$ cat src/sv/acpg_pkg.sv
`default_nettype none
// ----------------------------------------------------------------------------
// acpg_pkg
// Shared codes, sequencer states and fixed widths of the profile generator.
// ----------------------------------------------------------------------------
package acpg_pkg;

	localparam int VEL_W = 24;
	localparam int POS_W = 32;

	typedef enum logic [1:0] {
		ACT_SET_POS = 2'd0,
		ACT_MOVE    = 2'd1,
		ACT_TICK    = 2'd2
	} action_t;

	typedef enum logic [1:0] {
		STAT_ACCEL  = 2'd0,
		STAT_CRUISE = 2'd1,
		STAT_ACCEPT = 2'd2,
		STAT_REJECT = 2'd3
	} status_t;

	typedef enum logic [2:0] {
		S_IDLE,
		S_CMD_DIV,
		S_MUL_LO,
		S_MUL_HI,
		S_DIV_V,
		S_DIV_S,
		S_FIN,
		S_EMIT
	} seq_state_t;

	typedef enum logic [1:0] {
		DIV_IDLE,
		DIV_RUN,
		DIV_DONE
	} div_state_t;

	// Handshake between the sequencer and the shared divider.
	typedef struct packed {
		logic start;
	} div_req_t;

	typedef struct packed {
		logic done;
	} div_rsp_t;

endpackage
`default_nettype wire

$ cat src/sv/acpg_div.sv
`default_nettype none
// ----------------------------------------------------------------------------
// acpg_div
// Shared restoring divider: one quotient bit per cycle, unsigned operands.
// ----------------------------------------------------------------------------
module acpg_div #(
	parameter int DIVIDEND_W = 63,
	parameter int DIVISOR_W  = 24
) (
	input  wire logic                  clk,
	input  wire logic                  arst_n,
	input  wire acpg_pkg::div_req_t    req,
	output acpg_pkg::div_rsp_t         rsp,
	input  wire logic [DIVIDEND_W-1:0] dividend,
	input  wire logic [DIVISOR_W-1:0]  divisor,
	output logic      [DIVIDEND_W-1:0] quotient
);
	import acpg_pkg::*;

	localparam int CW = (DIVIDEND_W > 1) ? $clog2(DIVIDEND_W) : 1;

	div_state_t            state_q, state_d;
	logic [CW-1:0]         cnt_q;
	logic [DIVIDEND_W-1:0] quo_q;
	logic [DIVISOR_W-1:0]  rem_q;
	logic [DIVISOR_W:0]    rem_sh;
	logic [DIVISOR_W:0]    rem_diff;
	logic                  sub_ok;

	// The dividend shifts out at the top of quo_q while quotient bits enter below.
	assign rem_sh   = {rem_q, quo_q[DIVIDEND_W-1]};
	assign rem_diff = rem_sh - {1'b0, divisor};
	assign sub_ok   = rem_sh >= {1'b0, divisor};

	always_comb begin
		state_d = state_q;
		case (state_q)
			DIV_IDLE: begin
				if (req.start) state_d = DIV_RUN;
			end
			DIV_RUN: begin
				if (cnt_q == CW'(DIVIDEND_W - 1)) state_d = DIV_DONE;
			end
			DIV_DONE: state_d = DIV_IDLE;
			default:  state_d = DIV_IDLE;
		endcase
	end

	always_comb begin
		rsp.done = (state_q == DIV_DONE);
		quotient = quo_q;
	end

	always_ff @(posedge clk or negedge arst_n) begin
		if (!arst_n) begin
			state_q <= DIV_IDLE;
			cnt_q   <= '0;
		end else begin
			state_q <= state_d;
			if (state_q == DIV_IDLE) begin
				cnt_q <= '0;
			end else if (state_q == DIV_RUN) begin
				cnt_q <= cnt_q + 1'b1;
			end
		end
	end

	always_ff @(posedge clk) begin
		if (state_q == DIV_IDLE && req.start) begin
			quo_q <= dividend;
			rem_q <= '0;
		end else if (state_q == DIV_RUN) begin
			quo_q <= {quo_q[DIVIDEND_W-2:0], sub_ok};
			rem_q <= sub_ok ? rem_diff[DIVISOR_W-1:0] : rem_sh[DIVISOR_W-1:0];
		end
	end

endmodule
`default_nettype wire
$ cat config.mk
export PLATFORM = sky130hd
export DESIGN_NAME = acpg_div
export DESIGN_NICKNAME = d
export VERILOG_FILES = /design/src/sv/acpg_pkg.sv /design/src/sv/acpg_div.sv
export SDC_FILE = /design/constraint.sdc
export NUM_CORES = 1
export LEC_CHECK = 0
export ABC_AREA = 0
export BUFFER_PORTS_ARGS = -buffer_cell sky130_fd_sc_hd__buf_4
export CORE_MARGIN = 8
export CORE_UTILIZATION = 47
export CTS_BUF_LIST = sky130_fd_sc_hd__clkbuf_8
export CTS_CLUSTER_SIZE = 16
export DETAILED_ROUTE_END_ITERATION = 8
export GPL_TIMING_DRIVEN = 1
export MAX_ROUTING_LAYER = met4
export PLACE_DENSITY = 0.78
export REMOVE_ABC_BUFFERS = 1
export SLEW_MARGIN = 20
export SYNTH_ARGS = -nofsm -noshare
export SYNTH_HDL_FRONTEND = slang
export SYNTH_SLANG_ARGS = --single-unit
$ cat constraint.sdc
create_clock -name clk -period 8 [get_ports clk]
set_clock_uncertainty 0.15 [all_clocks]
set_input_delay 0.4 -clock clk [delete_from_list [all_inputs] [get_ports clk]]
set_output_delay 0.4 -clock clk [all_outputs]
set_load 0.05 [all_outputs]
Yosys cells after proc, flatten, opt, wreduce, memory -nomap -nowiden
Cells that the tools add are included.

Bits in registers: 95. Input bits: 90. Output and inout port bits: 64. Word-level logic and storage cells: 25.

$add $sub $neg: 2. $lt $le $gt $ge: 1. Equality and inequality tests: 5. Multiplexer cells: 8. Reduce and logical (&&, ||, !) cells: 5.

Operator list (count): $mux W63 (2); $ge A25 B24 Y1 (1); $mux W24 (1); $sub A24 B24 Y24 (1); $mux W6 (2); $add A6 B1 Y6 const B (1); $eq A6 B6 Y1 const B (1); $mux W2 (2); $ne A2 B2 Y1 const B (2); $pmux W2 S2 (1); $reduce_bool A2 Y1 (2); $eq A2 B1 Y1 const B (1); $eq A2 B2 Y1 const B (1); $logic_not A2 Y1 (1); $reduce_and A2 Y1 (1); $logic_and A1 B1 Y1 (1).

Logic depth before layout (Yosys ltp)
Gate-level depths: netlist of run 1.

Word-level depth: 3. Gate-level depth with buffers: 13.

Least setup slack after synthesis of run 1
Ideal clock, no wire load.

Kind: register to register. From: register state_q[0]. To: register quo_q[0] (netlist: quotient[0]) (enable). Library setup time: 417 ps. Data arrival time: 2549 ps. Data required time: 7433 ps. Slack: 4884 ps. Cell stages (with the launch flop): 7. Path buffers: 2. Clock period less this slack: 3116 ps. Path through: dfrtp_1 -> nor2_1 -> and2_1 -> clkbuf_1 -> nor2_1 -> clkbuf_1 -> inv_1.

Longest elaborated chain between the ends: 3.

RTL lines: start: declaration (RTL line acpg_div.sv:22) `div_state_t state_q, state_d;`; start signal: assignment (RTL line acpg_div.sv:59) `state_q <= state_d;`; $logic_not A2 Y1 (RTL line acpg_div.sv:69) `if (state_q == DIV_IDLE && req.start) begin`; $logic_and A1 B1 Y1 (RTL line acpg_div.sv:69); $reduce_bool A2 Y1 (no line) (*); end signal: assignment (RTL line acpg_div.sv:70) `quo_q <= dividend;`; end signal: assignment (RTL line acpg_div.sv:73) `quo_q <= {quo_q[DIVIDEND_W-2:0], sub_ok};`; end: declaration (RTL line acpg_div.sv:24) `logic [DIVIDEND_W-1:0] quo_q;`.

Mark *: on every way between the ends. The rest lies on a longest branch, timed or not. A chain may end at the register's enable or synchronous reset.

Worst setup path after layout of run 1
From: register rem_q[9]. To: register rem_q[11].

Longest elaborated chain between the ends: 2.

RTL lines: start: declaration (RTL line acpg_div.sv:25) `logic [DIVISOR_W-1:0] rem_q;`; start signal: assignment (RTL line acpg_div.sv:74) `rem_q <= sub_ok ? rem_diff[DIVISOR_W-1:0] : rem_sh[DIVISOR_W-1:0];`; $sub A24 B24 Y24 / $ge A25 B24 Y1 (equally long branches) (RTL line acpg_div.sv:32, acpg_div.sv:33); $mux W24 (*) (RTL line acpg_div.sv:74).

Marked as above.

==> out/metrics.csv, run 1 <==
metric,value,unit
drt via density,5.44,
"worst slack, placed",4.70,ns
Syn Inst Count,601,
Final ANT Viol Nets,0,
placed insts,876,
port bufs,153,
PwrDens,359,nW/um2
Post-DP HPWL,11000,um
max-slew headroom at the worst pin,44.8,%
Layout Cells excl Fill,893,
Worst Path Arrival,3.23,ns
kind of critical path,reg -> reg,
CP max FO,12,
cell taking the most area after synthesis,edfxtp_1,
Max Cap Violations,0,
clock slew at reported path FFs,0.10,ns
TritonCTS clock tree,built,
grt ovf,0,
synthesis-stage register bit count,95,
Hold Path Class,in -> reg,
clock sink total,95,
Vias,4860,
routed wire length,14900,um
die area,15000,um2
first-pass GRT wire length,23800,um
setup TNS,0,ns
Iter 0 DRT Violations,352,
Worst-Skew Late Latency,0.37,ns
status,"finished, final reports clean",
DR WL/cell,16.7,um
Post-layout nets,862,
synth-to-layout area growth,27.0,%
Yosys top cell area share,35.5,%
CP Launch Point,rem_q[9],
highest ir drop seen on vdd,265,uV
top post-synthesis cells by area,"edfxtp_1, nand2_1, dfxtp_1",
Setup crit start kind,register,
Leak,3.26,nW
number of global-route vias before repair,4979,
Top Ports,154,
initial antenna violation count,0,
diode count,0,
hold path startpoint,dividend[61],
area occupied by multi-input gates,2530,um2
DR DRC count,0,
Root Driver,clkbuf_8,
number of synthesized flops with an enable pin,63,
WP data required,8.09,ns
post-synthesis sequential area ratio,48.3,%
post-layout util,60.3,%
"Async S/R FF share, synth",8.42,%
die height,122,um
Peak Freq,319,MHz
Synth Flop Type,edfxtp_1,
Max Root-Sink Buffers,2,
Storage cell area,2570,um2
Initial DRT Pass Iterations,4,
post-route clock period utilization,39.2,%
"Design Area, Final",6760,um2
clock period minus worst slack,3.13,ns
initial core utilization,47.5,%
fin. max-slew vios,0,
Placement Cell Area,6580,um2
CTS HTree Levels,3,
final setup fails,0,
Rows,39,
worst slew pin tran,0.828,ns
Tot GR Track Use,20.5,%
Final WS setup,4.87,ns
layout cells sized above 1,24.4,%
largest net degree at the start of global routing,67,
Critical R2R Launch,rem_q[9],
Hold Fails Final Rpt,0,
GPL Wtd Cong,0.912,
crit path capture type,register,
number of clock buffers inserted by TritonCTS,9,
Post-Syn Area per Cell,8.86,um2
core region area,11200,um2
overall power,2.43,mW
fill cell count,974,
Yosys cell types,58,
hold slack,0.128,ns
unrepaired setup endpoints after global routing,false,
R2R Setup Slk,4.87,ns
die width,122,um
Ys Warns,0,
Post-Synthesis Cell Area,5330,um2
[area by class of cell]
cell class	instances	area share, %
tap	143	2.65
clock buffer	9	1.83
multi-input combinational	449	37.4
inverter	32	1.78
sequential	95	38.0
clock inverter	7	0.758
timing repair buffer	158	17.6
[where the power goes]
| group | switching, mW | internal [mW] | total [mW] |
|---|---|---|---|
| Sequential | 0.114 | 0.703 | 0.817 |
| Clock | 0.182 | 0.115 | 0.297 |
| Combinational | 0.817 | 0.497 | 1.31 |
[kinds of logic (layout without fill, tap and decap cells)]
family / after synthesis / count (layout) / share of synthesized area [%]
fa+ha+maj: 27 / 27 / 6.48
flops: 95 / 95 / 48.3
simple gates: 276 / 276 / 21.2
mux: 9 / 9 / 1.74
compound gates: 120 / 120 / 15.1
xor+xnor: 17 / 17 / 2.80
buf+inv: 57 / 206 / 4.39
[synth_stat cells, types with 9 or more instances]
library cell and instances:
o21ai_0 16, inv_1 31, ha_1 26, xor2_1 9
dfxtp_1 24, nand3_1 10, clkbuf_1 19, edfxtp_1 63
nor2_1 18, nand2_1 216, o21ai_1 19, a21o_1 9
a21oi_1 23, a32oi_1 11
[sequential cells by signal, summed over array words and instances, names as in the netlist]
name,cells
quotient,63
cnt_q,6
rem_q,24
state_q,2
[per-layer routing]
layer | track usage, % | part of all wire [%]
met1 | 24.2 | 42
met2 | 33.0 | 48
met3 | 6.49 | 8.3
met4 | 5.94 | 1.2
met5 | - | 0
[worst max-delay path, stage by stage (launching register included)]
cell and delay [ns]:
dfxtp_1 0.34, ha_1 0.36, a2111oi_0 0.38, o21ai_1 0.12, o21a_1 0.13, o21ba_2 0.24
o21ai_4 0.23, nand2_1 0.42, nand2_1 0.47, o21ai_0 0.16
[what timing repair did]
item / CTS / global route
setup buffers: 0 / 0
hold endpoints to repair: 8 / 0
hold buffers: 1 / 0
gates resized for setup: 0 / 0
setup endpoints to repair: 0 / 0
[final timing paths]
kind	endpoint	depth (start not counted)
setup / recovery	rem_q[11]	9
hold / removal	quotient[61]	3
setup reg to reg	rem_q[11]	9
hold reg to reg	rem_q[6]	2
max in group asynchronous	cnt_q[0]	2
min in group asynchronous	cnt_q[4]	2
[placed cells by master (no fill, tap or decap), types with 3 or more instances in the layout]
cell,n
o21a_1,7
a21oi_1,23
dfrtp_1,8
dfxtp_1,24
a31oi_1,4
xnor2_1,8
nor2_1,18
o21bai_1,5
a211o_1,3
inv_1,31
nor2b_1,4
ha_1,26
nand2b_1,5
nand2_1,215
nand4_1,6
nor3_1,5
a22o_1,5
buf_4,157
clkinv_4,3
o21ai_0,16
a32oi_1,11
mux2i_1,7
nand3_1,10
xor2_1,9
o21ai_1,19
edfxtp_1,63
clkbuf_8,9
a21o_1,9
Power figures use the tool's default switching activity.
==> inputs of run 2 (changes only) <==
PLACE_DENSITY = 0.81   (was 0.78)
clock period = 2.7 ns   (was 8 ns; I/O delays follow)
==> run 2 against run 1 <==
  * Maximum frequency increased by 20%
  * Via count grew 12%
  * Sequential power increased to 3.0 times the previous value
  * Utilization grew 8.6 points
  * Hold slack got worse by 0.022 ns
  * Setup slack worse by 4.8 ns
  * Combinational power increased to 3.4 times the previous value
  * Sequential cell count unchanged
  * Critical path type unchanged
  * Largest power group unchanged
  * Highest routed layer unchanged
==> out/metrics.csv, run 2 (synthesis gave the netlist of run 1 again) <==
metric,value,unit
clock sink total,95,
die width,122,um
Final WS setup,0.0976,ns
DR WL/cell,18.5,um
unrepaired setup endpoints after global routing,false,
WHS Endpoint,rem_q[0],
kind of critical path,reg -> reg,
switch share,45.6,%
fin. max-slew vios,0,
R2R Setup Slk,0.1,ns
Rows,39,
clock share of power,11.1,%
Max Cap Violations,0,
Vias,5448,
grt ovf,0,
die area,15000,um2
worst r2r path cells,11,
most frequent cells in the layout,"nand2_1, buf_4, dlygate4sd3_1",
drt via density,5.52,
Top Ports,154,
core region area,11200,um2
hold path startpoint,divisor[0],
WP data required,2.87,ns
Max Root-Sink Buffers,2,
CTS HTree Levels,3,
Iter 0 DRT Violations,444,
Worst-Skew Late Latency,0.38,ns
max-slew headroom at the worst pin,57.5,%
Tot GR Track Use,24.8,%
highest ir drop seen on vdd,859,uV
Storage cell area,2570,um2
die height,122,um
port bufs,153,
Setup crit start kind,register,
WHS Path Cells,4,
Pint,4.22,mW
max reg flops,63,
Final ANT Viol Nets,0,
Placement Cell Area,6790,um2
post-layout util,68.9,%
status,"finished, final reports clean",
number of global-route vias before repair,5602,
GPL Wtd Cong,0.933,
Post-DP HPWL,11600,um
Combinational Power Share,57.5,%
area occupied by multi-input gates,2590,um2
Worst Path Arrival,2.77,ns
setup TNS,0,ns
"Design Area, Final",7730,um2
largest net degree at the start of global routing,64,
Peak Freq,384,MHz
final setup fails,0,
routed wire length,18300,um
fill cell count,799,
Seq pwr share,31.4,%
worst slew pin tran,0.638,ns
Hold Path Class,in -> reg,
layout cells sized above 1,26.3,%
Post-layout nets,955,
Initial DRT Pass Iterations,5,
Psw,3.54,mW
Hold Fails Final Rpt,0,
Leak,3.66,nW
DR DRC count,0,
initial antenna violation count,1,
"worst slack, placed",-0.0346,ns
crit path capture type,register,
clock slew at reported path FFs,0.09,ns
synth-to-layout area growth,45.1,%
initial core utilization,47.5,%
R2R Path End,rem_q[20],
CP max FO,2,
PwrDens,1000,nW/um2
number of clock buffers inserted by TritonCTS,9,
Root Driver,clkbuf_8,
post-route clock period utilization,96.4,%
Critical R2R Launch,quotient[62],
TritonCTS clock tree,built,
"most common cell after layout, fill and taps aside",nand2_1,
clock period minus worst slack,2.60,ns
first-pass GRT wire length,28100,um
run 2: per-layer routing:
layer,track usage (%),wire [um],vias to the layer above
met2,39.6,8780,290
met4,12.1,718,0
met1,28.1,7100,2555
met3,7.22,1660,57
li1,-,-,2546
met5,-,0,-
run 2: what timing repair did:
action | CTS | global route
endpoints found under the hold margin | 72 | 0
setup buffers | 1 | 3
endpoints found under the setup margin | 2 | 17
hold buffers | 66 | 0
gates resized for setup | 2 | 14
pin swaps | 3 | 5
run 2: final cells by class:
type                       count  share of cell area (%)
timing repair buffer         251                    27.2
inverter                      32                    1.55
clock buffer                   9                    1.60
multi-input combinational    449                    33.5
clock inverter                 7                   0.551
tap                          143                    2.32
antenna                        1                  0.0324
sequential                    95                    33.3
run 2: power by group through the flow:
stage          clock network, mW  logic, mW  registers [mW]
6_report                   0.861       4.46            2.44
3_3_place_gp                   0       4.01            2.39
5_1_grt                    0.942       4.78            2.48
3_5_place_dp                   0       4.10            2.41
2_1_floorplan                  0       2.03            3.18
4_1_cts                    0.864       4.21            2.39
run 2: how the worst max path moves through the flow:
stage                              to    startpoint  cells past startpoint  slack (ns)
final                       rem_q[20]  quotient[62]                     11         0.1
after global routing        rem_q[20]  quotient[62]                     11       0.001
after CTS                   rem_q[20]  quotient[62]                     11        0.04
after detailed placement    rem_q[20]  quotient[62]                     11       -0.03
after global placement      rem_q[20]  quotient[62]                     11        0.07
after floorplan           quotient[0]    state_q[1]                      4       -1.64
run 2: per-stage QoR:
| stage | power, mW | std cells | hold WS, ns |
|---|---|---|---|
| floorplan | 5.21 | 576 | -0.311 |
| global placement | 6.40 | 900 | -0.194 |
| detailed placement | 6.51 | 900 | -0.189 |
| CTS | 7.46 | 983 | 0.103 |
| global route | 8.21 | 987 | 0.112 |
| finish | 7.76 | 987 | 0.106 |
run 2: critical path, cell delays in order (launching register included):
cell and delay (ns):
edfxtp_1 0.35, inv_1 0.07, ha_4 0.16, fa_2 0.35, nor2b_2 0.13, o21bai_1 0.10, a21oi_2 0.20, o2111ai_2 0.15
a31oi_2 0.26, a31oi_1 0.15, or4_1 0.41, nand3_1 0.07
